===== config.mk =====
export PLATFORM = sky130hd
export DESIGN_NAME = expression_char_tokenizer_flat
export DESIGN_NICKNAME = d
export VERILOG_FILES = /design/src/design/ect_pkg.sv /design/src/design/ect_if.sv /design/src/design/expression_char_tokenizer.sv /design/src/design/ect_lexer.sv /design/src/design/ect_tok_queue.sv /design/src/flat_wrapper.sv
export VERILOG_INCLUDE_DIRS = /design/src /design/src/design
export SDC_FILE = /design/constraint.sdc
export NUM_CORES = 1
export LEC_CHECK = 0
export BUFFER_PORTS_ARGS = -buffer_cell sky130_fd_sc_hd__buf_2
export CAP_MARGIN = 20
export CORE_MARGIN = 2
export CORE_UTILIZATION = 30
export CTS_BUF_LIST = sky130_fd_sc_hd__clkbuf_8 sky130_fd_sc_hd__clkbuf_16
export DETAILED_ROUTE_END_ITERATION = 10
export HOLD_SLACK_MARGIN = 0.08
export PLACE_DENSITY = 0.41
export SYNTH_ARGS = -nofsm -noshare
export SYNTH_HDL_FRONTEND = slang
export SYNTH_SLANG_ARGS = --single-unit

===== constraint.sdc =====
create_clock -name clk -period 20.7 [get_ports clk]
set_clock_uncertainty 0.15 [all_clocks]
set_input_delay 3.105 -clock clk [delete_from_list [all_inputs] [get_ports clk]]
set_output_delay 3.105 -clock clk [all_outputs]
set_load 0.01 [all_outputs]

===== src/design/assert_macros.svh =====
// Assertion macros for the tokenizer RTL
`ifndef ASSERT_MACROS_SVH
`define ASSERT_MACROS_SVH

// Same-cycle implication, sampled on clk, off during rst
`define ECT_ASSERT_NOW(label, ante, cons) \
  label: assert property (@(posedge clk) disable iff (rst) (ante) |-> (cons)) \
    else $error("tokenizer assertion failed");

// Next-cycle implication, sampled on clk, off during rst
`define ECT_ASSERT_NEXT(label, ante, cons) \
  label: assert property (@(posedge clk) disable iff (rst) (ante) |=> (cons)) \
    else $error("tokenizer assertion failed");

`endif


===== src/design/ect_pkg.sv =====
// Types, constants and character classes for the expression tokenizer
`timescale 1ns / 1ps

package ect_pkg;

  localparam int CHAR_W    = 8;
  localparam int LINE_W    = 16;
  localparam int COL_W     = 13;
  localparam int KIND_W    = 3;
  localparam int CFG_IDX_W = 4;
  localparam int CFG_DAT_W = 1;

  localparam int MAX_LINE = 4096;

  localparam int MAX_RESULTS = 3;
  localparam int RES_CW      = 2;

  localparam int Q_DEPTH = 8;
  localparam int Q_AW    = 3;
  localparam int Q_CW    = 4;
  localparam logic [Q_CW-1:0] Q_FREE_LIMIT = Q_CW'(Q_DEPTH - MAX_RESULTS);

  localparam logic [CFG_IDX_W-1:0] REG_ADD_END      = CFG_IDX_W'(0);
  localparam logic [CFG_IDX_W-1:0] REG_CHECK_ERRORS = CFG_IDX_W'(1);

  localparam logic [CHAR_W-1:0] CH_EQ   = 8'h3D;
  localparam logic [CHAR_W-1:0] CH_LT   = 8'h3C;
  localparam logic [CHAR_W-1:0] CH_GT   = 8'h3E;
  localparam logic [CHAR_W-1:0] CH_BANG = 8'h21;
  localparam logic [CHAR_W-1:0] CH_DOT  = 8'h2E;
  localparam logic [CHAR_W-1:0] CH_US   = 8'h5F;

  localparam logic [COL_W:0] COL_SAT = {1'b0, {COL_W{1'b1}}};

  typedef enum logic [KIND_W-1:0] {
    KIND_IDENT  = 3'd0,
    KIND_NUMBER = 3'd1,
    KIND_SINGLE = 3'd2,
    KIND_DOUBLE = 3'd3,
    KIND_END    = 3'd4,
    KIND_ERROR  = 3'd5
  } kind_t;

  typedef enum logic [1:0] {
    CLS_NONE   = 2'd0,
    CLS_IDENT  = 2'd1,
    CLS_NUMBER = 2'd2
  } cls_t;

  typedef enum logic [1:0] {
    PK_NONE = 2'd0,
    PK_CMP  = 2'd1,
    PK_BANG = 2'd2,
    PK_DOT  = 2'd3
  } pk_t;

  typedef struct packed {
    kind_t             kind;
    logic [LINE_W-1:0] line;
    logic [COL_W-1:0]  column;
    logic [COL_W-1:0]  length;
    logic [CHAR_W-1:0] op_first;
    logic [CHAR_W-1:0] op_second;
    logic              last;
  } tok_t;

  typedef struct packed {
    cls_t              token_class;
    logic [COL_W-1:0]  token_start;
    logic              seen_dot;
    pk_t               pending_kind;
    logic [CHAR_W-1:0] pending_char;
    logic              dot_bad;
    logic [COL_W-1:0]  column_count;
    logic [LINE_W-1:0] line_count;
    logic              line_failed;
  } lex_state_t;

  typedef struct packed {
    tok_t [MAX_RESULTS-1:0] toks;
    logic [RES_CW-1:0]      count;
    logic                   fail;
  } lex_out_t;

  function automatic tok_t make_tok(kind_t k, logic [LINE_W-1:0] ln, logic [COL_W:0] col,
                                    logic [COL_W-1:0] len, logic [CHAR_W-1:0] op1,
                                    logic [CHAR_W-1:0] op2);
    tok_t t;
    t.kind      = k;
    t.line      = ln;
    t.column    = (col > COL_SAT) ? COL_SAT[COL_W-1:0] : col[COL_W-1:0];
    t.length    = len;
    t.op_first  = op1;
    t.op_second = op2;
    t.last      = 1'b0;
    return t;
  endfunction

  function automatic logic is_digit(logic [CHAR_W-1:0] c);
    return (c >= 8'h30) && (c <= 8'h39);
  endfunction

  function automatic logic is_alpha(logic [CHAR_W-1:0] c);
    return ((c >= 8'h41) && (c <= 8'h5A)) || ((c >= 8'h61) && (c <= 8'h7A));
  endfunction

  function automatic logic is_space(logic [CHAR_W-1:0] c);
    return (c == 8'h20) || ((c >= 8'h09) && (c <= 8'h0D));
  endfunction

  function automatic logic is_single(logic [CHAR_W-1:0] c);
    logic r;
    unique case (c)
      8'h28, 8'h29, 8'h2B, 8'h2D, 8'h3B, 8'h2C, 8'h2A, 8'h2F,
      8'h5E, 8'h7B, 8'h7D, 8'h7C, 8'h26, 8'h5B, 8'h5D, 8'h25: r = 1'b1;
      default: r = 1'b0;
    endcase
    return r;
  endfunction

endpackage


===== src/design/ect_if.sv =====
// Channel interfaces: characters in, tokens out, configuration writes
`timescale 1ns / 1ps

interface ect_char_if;
  logic                      valid;
  logic                      ready;
  logic [ect_pkg::CHAR_W-1:0] char_code;
  logic                      line_end;
  modport source (output valid, char_code, line_end, input ready);
  modport sink (input valid, char_code, line_end, output ready);
endinterface

interface ect_tok_if;
  logic                       valid;
  logic                       ready;
  logic [ect_pkg::KIND_W-1:0] kind;
  logic [ect_pkg::LINE_W-1:0] line;
  logic [ect_pkg::COL_W-1:0]  column;
  logic [ect_pkg::COL_W-1:0]  length;
  logic [ect_pkg::CHAR_W-1:0] op_first;
  logic [ect_pkg::CHAR_W-1:0] op_second;
  logic                       last;
  modport source (output valid, kind, line, column, length, op_first, op_second, last,
                  input ready);
  modport sink (input valid, kind, line, column, length, op_first, op_second, last,
                output ready);
endinterface

interface ect_cfg_if;
  logic                          valid;
  logic                          ready;
  logic [ect_pkg::CFG_IDX_W-1:0] index;
  logic [ect_pkg::CFG_DAT_W-1:0] data;
  modport source (output valid, index, data, input ready);
  modport sink (input valid, index, data, output ready);
endinterface


===== src/design/expression_char_tokenizer.sv =====
// Expression line tokenizer, one character or line end per transaction.
// Each transaction is registered, lexed from the holding register once the queue has room,
// and its tokens (up to three) go into an 8-entry queue that offers its head when not empty.
// The block takes one transaction per cycle while the queue has room for three more tokens,
// and the queue hands out one token per cycle while tokens.ready is high, so sustained
// throughput is one transaction per cycle whenever tokens.ready stays high and lines average
// at most one token per character. Configuration writes are registered and are accepted in every cycle.
`timescale 1ns / 1ps
`include "assert_macros.svh"

module expression_char_tokenizer (
  input logic       clk,
  input logic       rst,
  ect_char_if.sink  chars,
  ect_tok_if.source tokens,
  ect_cfg_if.sink   cfg
);

  logic                       hold_valid;
  logic [ect_pkg::CHAR_W-1:0] hold_char;
  logic                       hold_end;
  logic                       advance;
  logic                       add_end;
  logic                       check_errors;
  logic [ect_pkg::Q_CW-1:0]   q_count;
  logic [ect_pkg::RES_CW-1:0] wr_count;
  ect_pkg::lex_out_t          lex;

  assign advance     = hold_valid && (q_count <= ect_pkg::Q_FREE_LIMIT);
  assign chars.ready = !hold_valid || advance;
  assign wr_count    = advance ? lex.count : '0;
  assign cfg.ready   = 1'b1;

  always_ff @(posedge clk) begin
    if (rst) begin
      hold_valid <= 1'b0;
    end else if (chars.ready) begin
      hold_valid <= chars.valid;
    end
  end

  always_ff @(posedge clk) begin
    if (chars.valid && chars.ready) begin
      hold_char <= chars.char_code;
      hold_end  <= chars.line_end;
    end
  end

  always_ff @(posedge clk) begin
    if (rst) begin
      add_end      <= 1'b0;
      check_errors <= 1'b1;
    end else if (cfg.valid && cfg.ready) begin
      if (cfg.index == ect_pkg::REG_ADD_END) begin
        add_end <= cfg.data[0];
      end
      if (cfg.index == ect_pkg::REG_CHECK_ERRORS) begin
        check_errors <= cfg.data[0];
      end
    end
  end

  ect_lexer u_lexer (
    .clk          (clk),
    .rst          (rst),
    .step         (advance),
    .char_code    (hold_char),
    .line_end     (hold_end),
    .add_end      (add_end),
    .check_errors (check_errors),
    .result       (lex)
  );

  ect_tok_queue u_queue (
    .clk      (clk),
    .rst      (rst),
    .wr_count (wr_count),
    .wr_toks  (lex.toks),
    .count    (q_count),
    .tokens   (tokens)
  );

  // queue never overfills
  `ECT_ASSERT_NOW(a_queue_bound, 1'b1, q_count <= ect_pkg::Q_CW'(ect_pkg::Q_DEPTH))
  // occupancy tracks tokens written and taken
  `ECT_ASSERT_NEXT(a_queue_count, 1'b1,
                   q_count == $past(q_count) + ect_pkg::Q_CW'($past(wr_count)) -
                              ect_pkg::Q_CW'($past(tokens.valid && tokens.ready)))
  // after an error, the next character on the line yields no token
  `ECT_ASSERT_NEXT(a_fail_mutes, advance && lex.fail && !hold_end,
                   !(advance && !hold_end && lex.count != '0))

endmodule


===== src/design/ect_lexer.sv =====
// Lexer state and per-character token decisions
`timescale 1ns / 1ps

module ect_lexer (
  input  logic                       clk,
  input  logic                       rst,
  input  logic                       step,
  input  logic [ect_pkg::CHAR_W-1:0] char_code,
  input  logic                       line_end,
  input  logic                       add_end,
  input  logic                       check_errors,
  output ect_pkg::lex_out_t          result
);

  ect_pkg::lex_state_t st;
  ect_pkg::lex_state_t st_next;

  logic [ect_pkg::COL_W:0]    col;
  logic [ect_pkg::COL_W:0]    fail_col;
  logic [ect_pkg::LINE_W-1:0] err_line;
  logic                       ovf;
  logic                       stop;
  logic                       flush_req;
  logic                       single_req;
  logic                       fail_req;
  logic [ect_pkg::RES_CW-1:0] n;
  ect_pkg::tok_t [ect_pkg::MAX_RESULTS-1:0] toks;

  always_comb begin
    st_next    = st;
    toks       = '0;
    n          = '0;
    stop       = 1'b0;
    flush_req  = 1'b0;
    single_req = 1'b0;
    fail_req   = 1'b0;
    fail_col   = '0;
    col        = {1'b0, st.column_count} + 1'b1;
    ovf        = st.column_count >= ect_pkg::COL_W'(ect_pkg::MAX_LINE);
    err_line   = add_end ? ect_pkg::LINE_W'(1) : st.line_count;

    if (!line_end) begin
      if (!st.line_failed) begin
        st_next.pending_kind = ect_pkg::PK_NONE;
        unique case (st.pending_kind)
          ect_pkg::PK_CMP: begin
            if (char_code == ect_pkg::CH_EQ && !ovf) begin
              toks[n] = ect_pkg::make_tok(ect_pkg::KIND_DOUBLE, st.line_count, col - 1'b1,
                                          ect_pkg::COL_W'(2), st.pending_char, ect_pkg::CH_EQ);
              n = n + 1'b1;
              stop = 1'b1;
            end else begin
              toks[n] = ect_pkg::make_tok(ect_pkg::KIND_SINGLE, st.line_count, col - 1'b1,
                                          ect_pkg::COL_W'(1), st.pending_char, '0);
              n = n + 1'b1;
            end
            st_next.pending_char = '0;
          end
          ect_pkg::PK_BANG: begin
            stop = 1'b1;
            if (char_code == ect_pkg::CH_EQ && !ovf) begin
              toks[n] = ect_pkg::make_tok(ect_pkg::KIND_DOUBLE, st.line_count, col - 1'b1,
                                          ect_pkg::COL_W'(2), ect_pkg::CH_BANG, ect_pkg::CH_EQ);
              n = n + 1'b1;
            end else begin
              fail_req = 1'b1;
              fail_col = col - 1'b1;
            end
          end
          ect_pkg::PK_DOT: begin
            if (ovf || !ect_pkg::is_digit(char_code)) begin
              stop     = 1'b1;
              fail_req = 1'b1;
              fail_col = col;
            end else if (st.dot_bad) begin
              stop     = 1'b1;
              fail_req = 1'b1;
              fail_col = col - 1'b1;
            end else begin
              st_next.seen_dot = 1'b1;
              st_next.dot_bad  = 1'b0;
            end
          end
          ect_pkg::PK_NONE: ;
        endcase

        if (!stop) begin
          priority if (ovf) begin
            fail_req = 1'b1;
            fail_col = col;
          end else if (ect_pkg::is_single(char_code)) begin
            flush_req  = 1'b1;
            single_req = 1'b1;
          end else if (char_code == ect_pkg::CH_EQ || char_code == ect_pkg::CH_LT ||
                       char_code == ect_pkg::CH_GT) begin
            flush_req            = 1'b1;
            st_next.pending_kind = ect_pkg::PK_CMP;
            st_next.pending_char = char_code;
          end else if (char_code == ect_pkg::CH_BANG) begin
            flush_req            = 1'b1;
            st_next.pending_kind = ect_pkg::PK_BANG;
          end else if (ect_pkg::is_space(char_code)) begin
            flush_req = 1'b1;
          end else if (char_code == ect_pkg::CH_DOT) begin
            st_next.dot_bad      = (st_next.token_class != ect_pkg::CLS_NUMBER) ||
                                   st_next.seen_dot;
            st_next.pending_kind = ect_pkg::PK_DOT;
          end else if (ect_pkg::is_digit(char_code)) begin
            if (st_next.token_class == ect_pkg::CLS_NONE) begin
              st_next.token_class = ect_pkg::CLS_NUMBER;
              st_next.token_start = col[ect_pkg::COL_W-1:0];
              st_next.seen_dot    = 1'b0;
            end
          end else if (ect_pkg::is_alpha(char_code) || char_code == ect_pkg::CH_US) begin
            if (st_next.token_class == ect_pkg::CLS_NUMBER) begin
              fail_req = 1'b1;
              fail_col = col;
            end else if (st_next.token_class == ect_pkg::CLS_NONE) begin
              st_next.token_class = ect_pkg::CLS_IDENT;
              st_next.token_start = col[ect_pkg::COL_W-1:0];
            end
          end else begin
            fail_req = 1'b1;
            fail_col = col;
          end
        end
      end
      if (!ovf) begin
        st_next.column_count = st.column_count + 1'b1;
      end
    end else begin
      if (!st.line_failed) begin
        unique case (st.pending_kind)
          ect_pkg::PK_CMP: begin
            toks[n] = ect_pkg::make_tok(ect_pkg::KIND_SINGLE, st.line_count, col - 1'b1,
                                        ect_pkg::COL_W'(1), st.pending_char, '0);
            n = n + 1'b1;
          end
          ect_pkg::PK_BANG: begin
            fail_req = 1'b1;
            fail_col = col - 1'b1;
          end
          ect_pkg::PK_DOT: begin
            fail_req = 1'b1;
            fail_col = col;
          end
          ect_pkg::PK_NONE: ;
        endcase
        flush_req = !fail_req;
      end
    end

    if (flush_req) begin
      if (st_next.token_class != ect_pkg::CLS_NONE) begin
        toks[n] = ect_pkg::make_tok(
          (st_next.token_class == ect_pkg::CLS_IDENT) ? ect_pkg::KIND_IDENT
                                                      : ect_pkg::KIND_NUMBER,
          st.line_count, {1'b0, st_next.token_start},
          ect_pkg::COL_W'(col - {1'b0, st_next.token_start}), '0, '0);
        n = n + 1'b1;
      end
      st_next.token_class = ect_pkg::CLS_NONE;
      st_next.seen_dot    = 1'b0;
    end

    if (single_req) begin
      toks[n] = ect_pkg::make_tok(ect_pkg::KIND_SINGLE, st.line_count, col,
                                  ect_pkg::COL_W'(1), char_code, '0);
      n = n + 1'b1;
    end

    if (fail_req) begin
      toks[n] = ect_pkg::make_tok(ect_pkg::KIND_ERROR, err_line, fail_col, '0, '0, '0);
      n = n + 1'b1;
      st_next.line_failed  = 1'b1;
      st_next.token_class  = ect_pkg::CLS_NONE;
      st_next.seen_dot     = 1'b0;
      st_next.pending_kind = ect_pkg::PK_NONE;
      st_next.pending_char = '0;
      st_next.dot_bad      = 1'b0;
    end

    if (line_end) begin
      if (add_end && !(st_next.line_failed && check_errors)) begin
        toks[n] = ect_pkg::make_tok(ect_pkg::KIND_END, st.line_count, col, '0, '0, '0);
        n = n + 1'b1;
      end
      st_next.token_class  = ect_pkg::CLS_NONE;
      st_next.token_start  = '0;
      st_next.seen_dot     = 1'b0;
      st_next.pending_kind = ect_pkg::PK_NONE;
      st_next.pending_char = '0;
      st_next.dot_bad      = 1'b0;
      st_next.column_count = '0;
      st_next.line_failed  = 1'b0;
      if (st.line_count != {ect_pkg::LINE_W{1'b1}}) begin
        st_next.line_count = st.line_count + 1'b1;
      end
    end

    if (n != '0) begin
      toks[n - 1'b1].last = 1'b1;
    end

    result.toks  = toks;
    result.count = n;
    result.fail  = fail_req;
  end

  always_ff @(posedge clk) begin
    if (rst) begin
      st.token_class  <= ect_pkg::CLS_NONE;
      st.token_start  <= '0;
      st.seen_dot     <= 1'b0;
      st.pending_kind <= ect_pkg::PK_NONE;
      st.pending_char <= '0;
      st.dot_bad      <= 1'b0;
      st.column_count <= '0;
      st.line_count   <= ect_pkg::LINE_W'(1);
      st.line_failed  <= 1'b0;
    end else if (step) begin
      st <= st_next;
    end
  end

endmodule


===== src/design/ect_tok_queue.sv =====
// Token queue: takes up to three tokens a cycle, hands out one a cycle while the sink is ready
`timescale 1ns / 1ps

module ect_tok_queue (
  input  logic                                     clk,
  input  logic                                     rst,
  input  logic [ect_pkg::RES_CW-1:0]               wr_count,
  input  ect_pkg::tok_t [ect_pkg::MAX_RESULTS-1:0] wr_toks,
  output logic [ect_pkg::Q_CW-1:0]                 count,
  ect_tok_if.source                                tokens
);

  ect_pkg::tok_t q [ect_pkg::Q_DEPTH];

  logic [ect_pkg::Q_AW-1:0] wptr;
  logic [ect_pkg::Q_AW-1:0] rptr;
  logic                     pop;
  ect_pkg::tok_t            head;

  assign pop  = tokens.valid && tokens.ready;
  assign head = q[rptr];

  assign tokens.valid     = count != '0;
  assign tokens.kind      = head.kind;
  assign tokens.line      = head.line;
  assign tokens.column    = head.column;
  assign tokens.length    = head.length;
  assign tokens.op_first  = head.op_first;
  assign tokens.op_second = head.op_second;
  assign tokens.last      = head.last;

  always_ff @(posedge clk) begin
    for (int i = 0; i < ect_pkg::MAX_RESULTS; i++) begin
      if (ect_pkg::RES_CW'(i) < wr_count) begin
        q[wptr + ect_pkg::Q_AW'(i)] <= wr_toks[i];
      end
    end
  end

  always_ff @(posedge clk) begin
    if (rst) begin
      wptr  <= '0;
      rptr  <= '0;
      count <= '0;
    end else begin
      wptr  <= wptr + ect_pkg::Q_AW'(wr_count);
      rptr  <= rptr + ect_pkg::Q_AW'(pop);
      count <= count + ect_pkg::Q_CW'(wr_count) - ect_pkg::Q_CW'(pop);
    end
  end

endmodule

===== src/flat_wrapper.sv =====
// flat-port wrapper written by rule: the top's interface ports become plain ports
module expression_char_tokenizer_flat 
  (clk, rst, chars_valid, chars_char_code, chars_line_end, chars_ready, tokens_valid, tokens_kind, tokens_line, tokens_column, tokens_length, tokens_op_first, tokens_op_second, tokens_last, tokens_ready, cfg_valid, cfg_index, cfg_data, cfg_ready);
  ect_char_if chars_i ();
  ect_tok_if tokens_i ();
  ect_cfg_if cfg_i ();
  input logic clk;
  input logic rst;
  input wire logic [$bits(chars_i.valid)-1:0] chars_valid;
  input wire logic [$bits(chars_i.char_code)-1:0] chars_char_code;
  input wire logic [$bits(chars_i.line_end)-1:0] chars_line_end;
  output wire logic [$bits(chars_i.ready)-1:0] chars_ready;
  output wire logic [$bits(tokens_i.valid)-1:0] tokens_valid;
  output wire logic [$bits(tokens_i.kind)-1:0] tokens_kind;
  output wire logic [$bits(tokens_i.line)-1:0] tokens_line;
  output wire logic [$bits(tokens_i.column)-1:0] tokens_column;
  output wire logic [$bits(tokens_i.length)-1:0] tokens_length;
  output wire logic [$bits(tokens_i.op_first)-1:0] tokens_op_first;
  output wire logic [$bits(tokens_i.op_second)-1:0] tokens_op_second;
  output wire logic [$bits(tokens_i.last)-1:0] tokens_last;
  input wire logic [$bits(tokens_i.ready)-1:0] tokens_ready;
  input wire logic [$bits(cfg_i.valid)-1:0] cfg_valid;
  input wire logic [$bits(cfg_i.index)-1:0] cfg_index;
  input wire logic [$bits(cfg_i.data)-1:0] cfg_data;
  output wire logic [$bits(cfg_i.ready)-1:0] cfg_ready;
  assign chars_i.valid = chars_valid;
  assign chars_i.char_code = chars_char_code;
  assign chars_i.line_end = chars_line_end;
  assign chars_ready = chars_i.ready;
  assign tokens_valid = tokens_i.valid;
  assign tokens_kind = tokens_i.kind;
  assign tokens_line = tokens_i.line;
  assign tokens_column = tokens_i.column;
  assign tokens_length = tokens_i.length;
  assign tokens_op_first = tokens_i.op_first;
  assign tokens_op_second = tokens_i.op_second;
  assign tokens_last = tokens_i.last;
  assign tokens_i.ready = tokens_ready;
  assign cfg_i.valid = cfg_valid;
  assign cfg_i.index = cfg_index;
  assign cfg_i.data = cfg_data;
  assign cfg_ready = cfg_i.ready;
  expression_char_tokenizer u_core (.clk(clk), .rst(rst), .chars(chars_i), .tokens(tokens_i), .cfg(cfg_i));
endmodule

**Yosys cells after proc, flatten, opt, wreduce, memory -nomap -nowiden**

Memory sizes are Yosys's and may differ from the RTL's. A register that Yosys moved wholly into a read port is not among the register bits.
Cells that the tools add are included.

- Flip-flop bits (word level): 79
- RAM bits: 496
- Word-level logic and storage cells: 289
- Memories: 1

Memory list:

| name | words | bits a word | rd ports | clocked after Yosys merged registers in | write ports | line | text |
|---|---|---|---|---|---|---|---|
| u_core.u_queue.q | 8 | 62 | 1 | 1 | 3 | ect_tok_queue.sv:13 | `ect_pkg::tok_t q [ect_pkg::Q_DEPTH];` |

- Add/subtract/negate cells: 16
- $lt $le $gt $ge: 26
- Equality and inequality tests: 34
- Multiplexer cells: 154
- Reduce and logical (&&, ||, !) cells: 41

Operators by type and width:

| operator | number |
|---|---|
| $mux 186 | 7 |
| $bwmux 186 | 5 |
| $demux 62 s2 | 5 |
| $mux 62 | 6 |
| $mux 14 | 16 |
| $mux 61 | 3 |
| $eq 8x6->1 const B | 16 |
| $pmux 62 s2 | 1 |
| $mux 27 | 4 |
| $mux 16 | 6 |
| $mux 1 | 67 |
| $mux 15 | 4 |
| $mux 60 | 1 |
| $mux 57 | 1 |
| $eq 8x7->1 const B | 7 |
| $pmux 14 s2 | 2 |
| $mux 13 | 4 |
| $gt 14x13->1 const B | 3 |
| $mux 40 | 1 |
| $mux 2 | 13 |
| $mux 18 | 1 |
| $add 16x1->16 const B | 1 |
| $ge 8x7->1 const B | 2 |
| $le 8x7->1 const B | 2 |
| other kinds (46) | 93 |

**Logic depth before layout (Yosys ltp)**

Gate-level depths: netlist of the first run.

- Depth after elaboration: 36
- Mapped depth: 29
- Gate-level depth less buffers: 28

**By module**

Synthesis of the first run repeated with hierarchy kept, for this count alone.

- Cells, all modules: 4,696
- Area total of the unflattened synthesis: 41,831.4 um^2

Modules (own cells, without submodules):

| module | instances | cells an instance | area an instance (um^2) | seq. area each (um^2) |
|---|---|---|---|---|
| ect_tok_queue | 1 | 3,534 | 33,733.6 | 15,094.5 |
| ect_lexer | 1 | 1,133 | 7,646.1 | 1,141.1 |
| expression_char_tokenizer | 1 | 29 | 451.7 | 330.3 |

**Worst setup path before layout of the first run**

No wires, ideal clock.

- Kind: register to register
- Start point: reg u_core.hold_char[6] (netlist bit)
- End point: mem u_core.u_queue.q[0][0] (netlist bit) (enable)
- Arrival: 8,290 ps
- Required time: 20,006 ps
- Slack: 11,716 ps
- Stages on the path, launching flop included: 23
- Period minus slack after synthesis: 8,984 ps
- Cell sequence: edfxtp_1 buf_6 and4bb_2 nand4_1 a31o_2 buf_2 a211o_1 ha_1 nor2_1 a21oi_1 ha_1 inv_1 a22oi_1 ha_1 nand2_1 a21boi_0 inv_1 ha_1 a21oi_1 o21ai_2 nor2_4 nor2_1 o21ai_0

RTL lines:

| element | line | text |
|---|---|---|
| start: declaration | expression_char_tokenizer.sv:20 | `logic [ect_pkg::CHAR_W-1:0] hold_char;` |
| start signal: assignment | expression_char_tokenizer.sv:44 | `hold_char <= chars.char_code;` |
| end: declaration | ect_tok_queue.sv:13 |  |

==> run summary, run 1 <==
Status: finished, final reports clean
Clock Pin Slew Worst Setup and Hold Paths: 0.06 ns
Clk sinks: 519
Count of final max-slew check failures: 0
Fmax: 0.1246 GHz
DIE WIDTH: 320.9 um
CP endpoint kind: flop
Avg Cell Area, Syn: 11.65 um^2
Via count of the routed design: 23400
Commonest cells post-synth: edfxtp_1, nor2_1, nand2_1
Port bufs: 79
Top cells by area, synth: edfxtp_1, mux4_2, dfxtp_1
Synth area leader: edfxtp_1
Initial Util: 30.17%
First drt pass iteration count: 6
Placed Cells: 3841
Ys flop type: edfxtp_1
Clk root buf: clkbuf_16
Distinct cells, synth: 119
Routability cong.: 0.9185
Setup bufs post-CTS: 0
Final Hold Fails: 0
Placement Setup Slack: 12.80 ns
Hold-fix buffers, CTS: 0
Placed cell area: 31930 um^2
CP Data Arrival Time: 8.16 ns
First-pass GRT wire length: 170.6 mm
Setup TNS: 0 ns
Worst min path class: reg2reg
Relative slew slack: 16.90%
Total wire length: 119.4 mm
Synth Register Bits: 519
Startpoint class of the critical path: flop
Ys async rst share: 0%
Pin count of the biggest net entering global routing: 70
CP Data Required Time: 20.84 ns
Gr ovfl total: 0
Worst-path fanout max: 38
Synthesized cell area: 30130 um^2
Die height: 320.9 um
Antenna Violating Nets Remaining: 0
CTS Buf Count: 61
Clock latency on the worst-skew pair: 0.68 ns
CTS tree: built
Avg Vias per Cell: 5.908
Share of post-route cells with drive strength above 1: 21.76%
Synth top area share: 44.75%
Iteration-0 DRC Markers: 2574
Core Area: 99860 um^2
Max-Cap Viols: 0
Layout Cells excl Fill: 3961
Core Util, Final: 33.94%
Kind of critical path: reg2reg
Die footprint: 103000 um^2
VDD IR max: 0.00007812 V
Row cnt: 116
Tcrit/Tclk final: 38.76%
I/O pin cnt: 84
Final WS setup: 12.68 ns
RSZ-0062 raised after global routing: no
YS warnings: 0
Most common cell in the netlist: edfxtp_1
PostCTS Resize Cnt: 0
H-tree depth: 2
Lkg Pwr: 0.01083 uW
Cell area after layout: 33890 um^2
Fin nets: 2667
Hpwl dp: 79.65 mm
Vias in the first global route: 22810
Pwr dens: 94.03 nW/um^2
Worst-Margin Slew: 1.246 ns
Antenna violations before repair: 1
Cells after Synth: 2586
Clock buffer depth: 3
Final Critical Period: 8.024 ns
Post-synth EDFFs: 449
DR WL/cell: 30.14 um
Sequential area share after synthesis: 49.41%
DRC: 0
Total GRT Usage: 22.83%
Endpoints failing setup: 0
Synth-to-Final Area Change: 12.51%
## per-layer routing
metal	wire length [um]	global-route usage (%)	up-vias
li1	-	-	10170
met2	54670	36.38	1030
met4	3638	7.165	0
met3	8406	3.897	213
met5	0	0	-
met1	52670	31.61	11990
## flip-flops by register name (all words and copies together) (netlist names)
register              cells
u_core.u_queue.q        440
u_core.u_lexer.st        57
u_core.hold_char          8
u_core.u_queue.count      4
u_core.u_queue.rptr       3
u_core.u_queue.wptr       3
u_core.add_end            1
u_core.check_errors       1
u_core.hold_end           1
u_core.hold_valid         1
## worst max-delay path: stages, from the launching register on
cell and delay (ns):
edfxtp_1 0.88, nand4bb_1 0.32, o41ai_1 0.60, a31oi_1 0.29
a31oi_1 0.31, nor2_1 0.19, nor2b_1 0.20, inv_1 0.09
ha_1 0.27, inv_1 0.03, a22oi_1 0.48, ha_1 0.36
nand2_1 0.06, a21boi_0 0.26, inv_1 0.10, ha_1 0.30
a21oi_1 0.22, o21ai_2 0.08, buf_4 0.24, nor4_4 0.75
a21oi_1 0.20, o21ai_4 0.37, buf_4 0.77
## kinds of logic after synthesis
family / share of synthesized area [%]
AOI/OAI and AO/OA: 18.54
xor gates and xnor gates: 1.865
adders and majority gates: 1.728
buffers and inverters: 4.095
DFF: 49.41
muxes: 10.62
other: 0.02493
and+or+nand+nor: 13.71
## stage by stage
stage / hold slack (ns) / power, uW
6_report: 0.3093 / 3187
5_1_grt: 0.3590 / 3321
4_1_cts: 0.3184 / 3224
3_5_place_dp: 0.2988 / 2158
3_3_place_gp: 0.3022 / 2152
2_1_floorplan: 0.2794 / 1847
## cell type report
type	count	area [um^2]
flip-flops and latches	519	14900
clock buffers	62	1551
well taps	1298	1624
repair buffers	172	1097
fillers	9973	65960
diodes	2	5.005
multi-input cells	1800	14130
inverters	55	206.4
clock inverters	53	384.1
## worst paths after layout
kind,start,endpoint,slack (ns),cells after the start
worst max register to register,u_core.hold_char[4],u_core.u_queue.q[2][12],12.68,22
worst min register to register,u_core.u_lexer.st[37],u_core.u_lexer.st[37],0.31,1
worst max-delay path,u_core.hold_char[4],u_core.u_queue.q[2][12],12.68,22
worst min-delay path,u_core.u_lexer.st[37],u_core.u_lexer.st[37],0.31,1
## power by group
group          switching (uW)  internal (uW)  total (uW)  leakage, uW
logic                     519            349         869      0.00513
clock network             467            593        1060      0.00101
registers                53.9           1200        1260      0.00469
total                    1040           2150        3190       0.0108
## placed cells by master (no fill, tap or decap), types with 61 or more instances in the layout
cell type and n:
o221ai_1 61, o22ai_1 66, and2_1 129, nor2_1 223
buf_4 88, o21ai_0 76, a21oi_1 112, clkbuf_16 62
inv_1 70, edfxtp_1 449, mux4_2 110, nand2_1 174
buf_2 82, dfxtp_1 67
Power figures use the tool's default switching activity.
==> run 2: changes to the inputs <==
clock period = 8.1 ns   (was 20.7 ns; I/O delays follow)
==> run summary, run 2 (synthesis gave the netlist of run 1 again) <==
CP Data Arrival Time: 7.68 ns (-0.48 ns)
Via count of the routed design: 23410 (+0.043%)
M1 GR Usage: 32.13% (+0.52 points)
Worst min path class: reg2reg
Kind of critical path: reg2reg
Routability cong.: 0.9187 (about the same)
DRC: 0 (unchanged)
Lkg Pwr: 0.01105 uW (+2.0%)
Die height: 320.9 um (unchanged)
GR Util met3: 3.690% (-0.21 points)
Total power: 8313 uW (+160%)
Initial Util: 30.17% (unchanged)
CTS tree: built
CP endpoint kind: flop
DIE WIDTH: 320.9 um (unchanged)
Biggest regs: u_core.u_queue.q x440, u_core.u_lexer.st x57, u_core.hold_char x8
H-tree depth: 2 (unchanged)
Avg Vias per Cell: 5.889 (-0.33%)
Core Area: 99860 um^2 (unchanged)
First drt pass iteration count: 6 (unchanged)
Gr ovfl total: 0 (unchanged)
Setup bufs post-CTS: 0 (unchanged)
First-pass GRT wire length: 170.5 mm (about the same)
Pin count of the biggest net entering global routing: 73 (+4.3%)
Hpwl dp: 81.02 mm (+1.7%)
Port bufs: 79 (unchanged)
PostCTS Resize Cnt: 0 (unchanged)
Relative slew slack: 20.88% (+4.0 points)
Fmax: 0.1351 GHz (+8.4%)
Clock latency on the worst-skew pair: 0.67 ns (about the same)
Startpoint class of the critical path: flop
Die footprint: 103000 um^2 (unchanged)
Final Critical Period: 7.400 ns (-0.6244 ns)
Fin nets: 2689 (+0.82%)
Gr busiest metal: met2
Endpoints failing setup: 0 (unchanged)
Antenna violations before repair: 0 (-1)
Worst-path fanout max: 21 (-45%)
Fill cells: 9903 (-0.70%)
Antenna Violating Nets Remaining: 0 (unchanged)
CTS Buf Count: 61 (unchanged)
Total GRT Usage: 22.68% (-0.15 points)
Register with the most flip-flops: u_core.u_queue.q
Total wire length: 118.8 mm (-0.50%)
Most common cell after layout, fill and taps aside: edfxtp_1
Max-Cap Viols: 0 (unchanged)
Vias in the first global route: 22870 (+0.26%)
Most frequent cells in the layout: edfxtp_1, nor2_1, nand2_1
DR WL/cell: 29.88 um (-0.87%)
Row cnt: 116 (unchanged)
Worst-Margin Slew: 1.187 ns (-0.05968 ns)
VDD IR max: 0.0001643 V (+110%)
Largest register FFs: 440 (unchanged)
I/O pin cnt: 84 (unchanged)
Setup TNS: 0 ns (unchanged)
Final Hold Fails: 0 (unchanged)
Clk root buf: clkbuf_16
Pwr dens: 242.3 nW/um^2 (+160%)
RSZ-0062 raised after global routing: no
Core Util, Final: 34.36% (+0.42 points)
Share of post-route cells with drive strength above 1: 22.48% (+0.72 points)
Clock Pin Slew Worst Setup and Hold Paths: 0.06 ns (about the same)
Status: finished, final reports clean
Synth-to-Final Area Change: 13.90%
Clock buffer depth: 3 (unchanged)
Clk sinks: 519 (unchanged)
Hold-fix buffers, CTS: 0 (unchanged)
CP Data Required Time: 8.38 ns (-12.46 ns)
Count of final max-slew check failures: 0 (unchanged)
N_diodes: 0 (-2)
M2 GR Usage: 36.14% (-0.24 points)
Iteration-0 DRC Markers: 2820 (+9.6%)
Tcrit/Tclk final: 91.36% (+53 points)
-- run 2: per-stage QoR --
step / hold WS [ns] / setup WS [ns] / cells / instance area, um^2
after floorplan: 0.2794 / -0.8839 / 2588 / 30130
after global placement: 0.2963 / 0.9832 / 3859 / 32170
after detailed placement: 0.2973 / 0.8723 / 3864 / 32240
after CTS: 0.3127 / 0.8500 / 3974 / 34280
after global routing: 0.3439 / 0.2744 / 3976 / 34310
final: 0.3120 / 0.7002 / 3976 / 34310
-- run 2: area by class of cell --
| type | count | area (um^2) | share of cell area [%] |
|---|---|---|---|
| Timing Repair Buffer | 194 | 1404 | 4.091 |
| Sequential cell | 519 | 14900 | 43.41 |
| Inverter | 55 | 206.4 | 0.6017 |
| Clock buffer | 71 | 1687 | 4.915 |
| Tap cell | 1298 | 1624 | 4.733 |
| Clock inverter | 39 | 356.6 | 1.039 |
| Multi-Input combinational cell | 1800 | 14140 | 41.21 |
-- run 2: metal layers --
layer / up-vias / part of all wire, %
met5: - / 0
met4: 0 / 2.4
met3: 180 / 6.8
met2: 1027 / 46
met1: 12010 / 45
li1: 10190 / -
-- run 2: worst max-delay path, stage by stage (launching register included) --
cell	delay [ns]
edfxtp_1	0.87
nand4bb_1	0.30
o41ai_1	0.62
a31oi_1	0.30
a31oi_1	0.35
nor2_1	0.19
nor2b_1	0.20
inv_1	0.08
ha_1	0.28
inv_1	0.04
a22oi_1	0.19
buf_4	0.18
ha_1	0.24
nand2_1	0.06
a21boi_0	0.26
inv_1	0.12
ha_1	0.30
a21oi_1	0.22
o21ai_2	0.12
buf_4	0.25
nor3_1	0.20
buf_4	0.28
a21o_1	0.49
buf_4	0.41
o22ai_1	0.14
a21oi_1	0.34
-- run 2: path summary, 6_finish.rpt --
kind,startpoint,cells after the start,end,slack (ns)
min reg2reg,u_core.u_lexer.st[37],1,u_core.u_lexer.st[37],0.31
max reg2reg,u_core.hold_char[4],25,u_core.u_queue.q[4][30],0.70
min,u_core.u_lexer.st[37],1,u_core.u_lexer.st[37],0.31
max,u_core.hold_char[4],25,u_core.u_queue.q[4][30],0.70
-- run 2: report_power, final --
part	total, uW	internal, uW	switching (uW)
Clock	2820	1660	1160
Combinational	2280	923	1350
Sequential	3220	3080	141
Total	8310	5660	2650
==> run 3: changes to the inputs <==
CORE_ASPECT_RATIO = 1.5   (was unset)
TNS_END_PERCENT = 10   (was unset)
==> run summary, run 3 (synthesis gave the netlist of run 1 again) <==
Status: finished, final reports clean
Fin nets: 2690 (+0.037%)
Clk root buf: clkbuf_16
H-tree depth: 2 (unchanged)
Clock buffer depth: 3 (unchanged)
PostCTS Resize Cnt: 0 (unchanged)
Hold-fix buffers, CTS: 0 (unchanged)
Comb power frac: 28.3% (+0.9 points)
Setup bufs post-CTS: 0 (unchanged)
Avg Vias per Cell: 5.842 (-0.80%)
Clock Pin Slew Worst Setup and Hold Paths: 0.06 ns (about the same)
I/O pin cnt: 84 (unchanged)
Die height: 392.1 um (+22%)
Relative slew slack: 21.63% (+0.74 points)
Hpwl dp: 85.35 mm (+5.3%)
Row cnt: 142 (+22%)
Final Hold Fails: 0 (unchanged)
Max-Cap Viols: 0 (unchanged)
Largest register FFs: 440 (unchanged)
Clock power share: 32.4% (-1.5 points)
Total internal power: 5463 uW (-3.5%)
Kind of critical path: reg2reg
Core Area: 99670 um^2 (-0.18%)
Count of final max-slew check failures: 0 (unchanged)
Final Critical Period: 7.352 ns (-0.04783 ns)
Placed Cells: 3869 (+0.13%)
CTS Buf Count: 57 (-6.6%)
Total wire length: 121.7 mm (+2.4%)
Crit path buf inv count: 3 (-4)
Vias in the first global route: 23490 (+2.7%)
Worst-path fanout max: 21 (unchanged)
Endpoints failing setup: 0 (unchanged)
Share of post-route cells with drive strength above 1: 22.39% (-0.087 points)
CP Data Arrival Time: 7.54 ns (-0.14 ns)
Gr ovfl total: 0 (unchanged)
Biggest regs: u_core.u_queue.q x440, u_core.u_lexer.st x57, u_core.hold_char x8
Antenna Violating Nets Remaining: 0 (unchanged)
DRC: 0 (unchanged)
Pwr dens: 236.8 nW/um^2 (-2.3%)
Layout Cells excl Fill: 3971 (-0.13%)
First-pass GRT wire length: 173.5 mm (+1.8%)
Startpoint class of the critical path: flop
Critical Path Slowest Stage Cell: or4_1
NetSw: 2612 uW (-1.4%)
Worst-Margin Slew: 1.176 ns (-0.01112 ns)
RSZ-0062 raised after global routing: no
Crit path largest cell delay: 1.08 ns (+0.21 ns)
Clock latency on the worst-skew pair: 0.65 ns (-0.02 ns)
Clk sinks: 519 (unchanged)
Initial Util: 30.23% (+0.055 points)
Port bufs: 79 (unchanged)
Synth-to-Final Area Change: 13.22%
DR WL/cell: 30.65 um (+2.6%)
CP endpoint kind: flop
Lkg Pwr: 0.01091 uW (-1.3%)
Most frequent cells in the layout: edfxtp_1, nor2_1, nand2_1
Register with the most flip-flops: u_core.u_queue.q
Core Util, Final: 34.22% (-0.14 points)
Cell area after layout: 34110 um^2 (-0.60%)
Iteration-0 DRC Markers: 2094 (-26%)
DIE WIDTH: 262.7 um (-18%)
Fill cells: 9810 (-0.94%)
Switching share of power: 32.35% (+0.47 points)
Pin count of the biggest net entering global routing: 112 (+53%)
Worst min path class: reg2reg
CP delay by family, top: compound AO/OA/AOI/OAI gates
First drt pass iteration count: 6 (unchanged)
VDD IR max: 0.0002179 V (+33%)
Via count of the routed design: 23200 (-0.92%)
Register share of total power: 39.3% (+0.6 points)
CP Data Required Time: 8.29 ns (-0.09 ns)
Total GRT Usage: 23.25% (+0.57 points)
Fmax: 0.1360 GHz (+0.65%)
Routability cong.: 0.9130 (-0.62%)
CTS tree: built
Cell breakdown of the critical path: nand4bb_1, o41ai_1, a31oi_1, a31oi_1, nor2_1, nor2b_1, inv_1, ha_1, inv_1, a22oi_1, ha_1, nand2_1, a21boi_0, inv_1, ha_1, a21oi_1, o21ai_2, or4_1, a31oi_2, o22ai_1
Most common cell after layout, fill and taps aside: edfxtp_1
Die footprint: 103000 um^2 (about the same)
Antenna violations before repair: 0 (unchanged)
Tcrit/Tclk final: 90.76% (-0.59 points)
N_diodes: 0 (unchanged)
Placed cell area: 32270 um^2 (+0.10%)
## run 3: changes by cell type in the layout (fill, tap and decap cells not counted), moves of 2 or more
cell / previous run / this run
clkbuf_8: 8 / 1
xnor2_2: 3 / 0
clkbuf_16: 63 / 57
clkinvlp_4: 0 / 7
clkinv_4: 1 / 3
buf_4: 101 / 108
xnor2_1: 33 / 36
clkinv_1: 4 / 8
inv_1: 70 / 64
## run 3: worst paths after layout
check	start	endpoint	slack, ns	cells after the start
setup / recovery	u_core.hold_char[4]	u_core.u_queue.q[2][18]	0.75	20
hold / removal	u_core.u_lexer.st[37]	u_core.u_lexer.st[37]	0.32	1
setup reg to reg	u_core.hold_char[4]	u_core.u_queue.q[2][18]	0.75	20
hold reg to reg	u_core.u_lexer.st[37]	u_core.u_lexer.st[37]	0.32	1
## run 3: area by class of cell
| cell class | instances | area (um^2) | area share, % |
|---|---|---|---|
| flip-flops and latches | 519 | 14900 | 43.67 |
| inverters | 55 | 206.4 | 0.6053 |
| well taps | 1296 | 1622 | 4.754 |
| clock buffers | 58 | 1440 | 4.222 |
| clock inverters | 44 | 397.9 | 1.167 |
| repair buffers | 199 | 1424 | 4.175 |
| multi-input cells | 1800 | 14120 | 41.41 |
## run 3: through the flow
step                power, uW  setup TNS, ns  hold slack [ns]  setup slack, ns
floorplan                4719        -388.92           0.2794          -0.8839
global placement         5541              0           0.2991           0.8994
detailed placement       5552              0           0.2970           0.8581
CTS                      8191              0           0.3191           0.8434
global route             8414              0           0.3413           0.1696
finish                   8075              0           0.3181           0.7481
## run 3: per-layer routing
layer / GRT usage [%] / routed length [um] / share of wire (%)
met4: 11.30 / 6643 / 5.5
met3: 2.730 / 6059 / 5.0
met2: 42.74 / 63260 / 52
met1: 26.71 / 45730 / 38
met5: 0 / 0 / 0
## run 3: power groups by stage
stage	registers [uW]	clock network [uW]	logic, uW
finish	3170	2620	2290
global route	3190	2770	2450
CTS	3170	2690	2330
detailed placement	3230	0	2320
global placement	3220	0	2320
floorplan	3170	0	1540
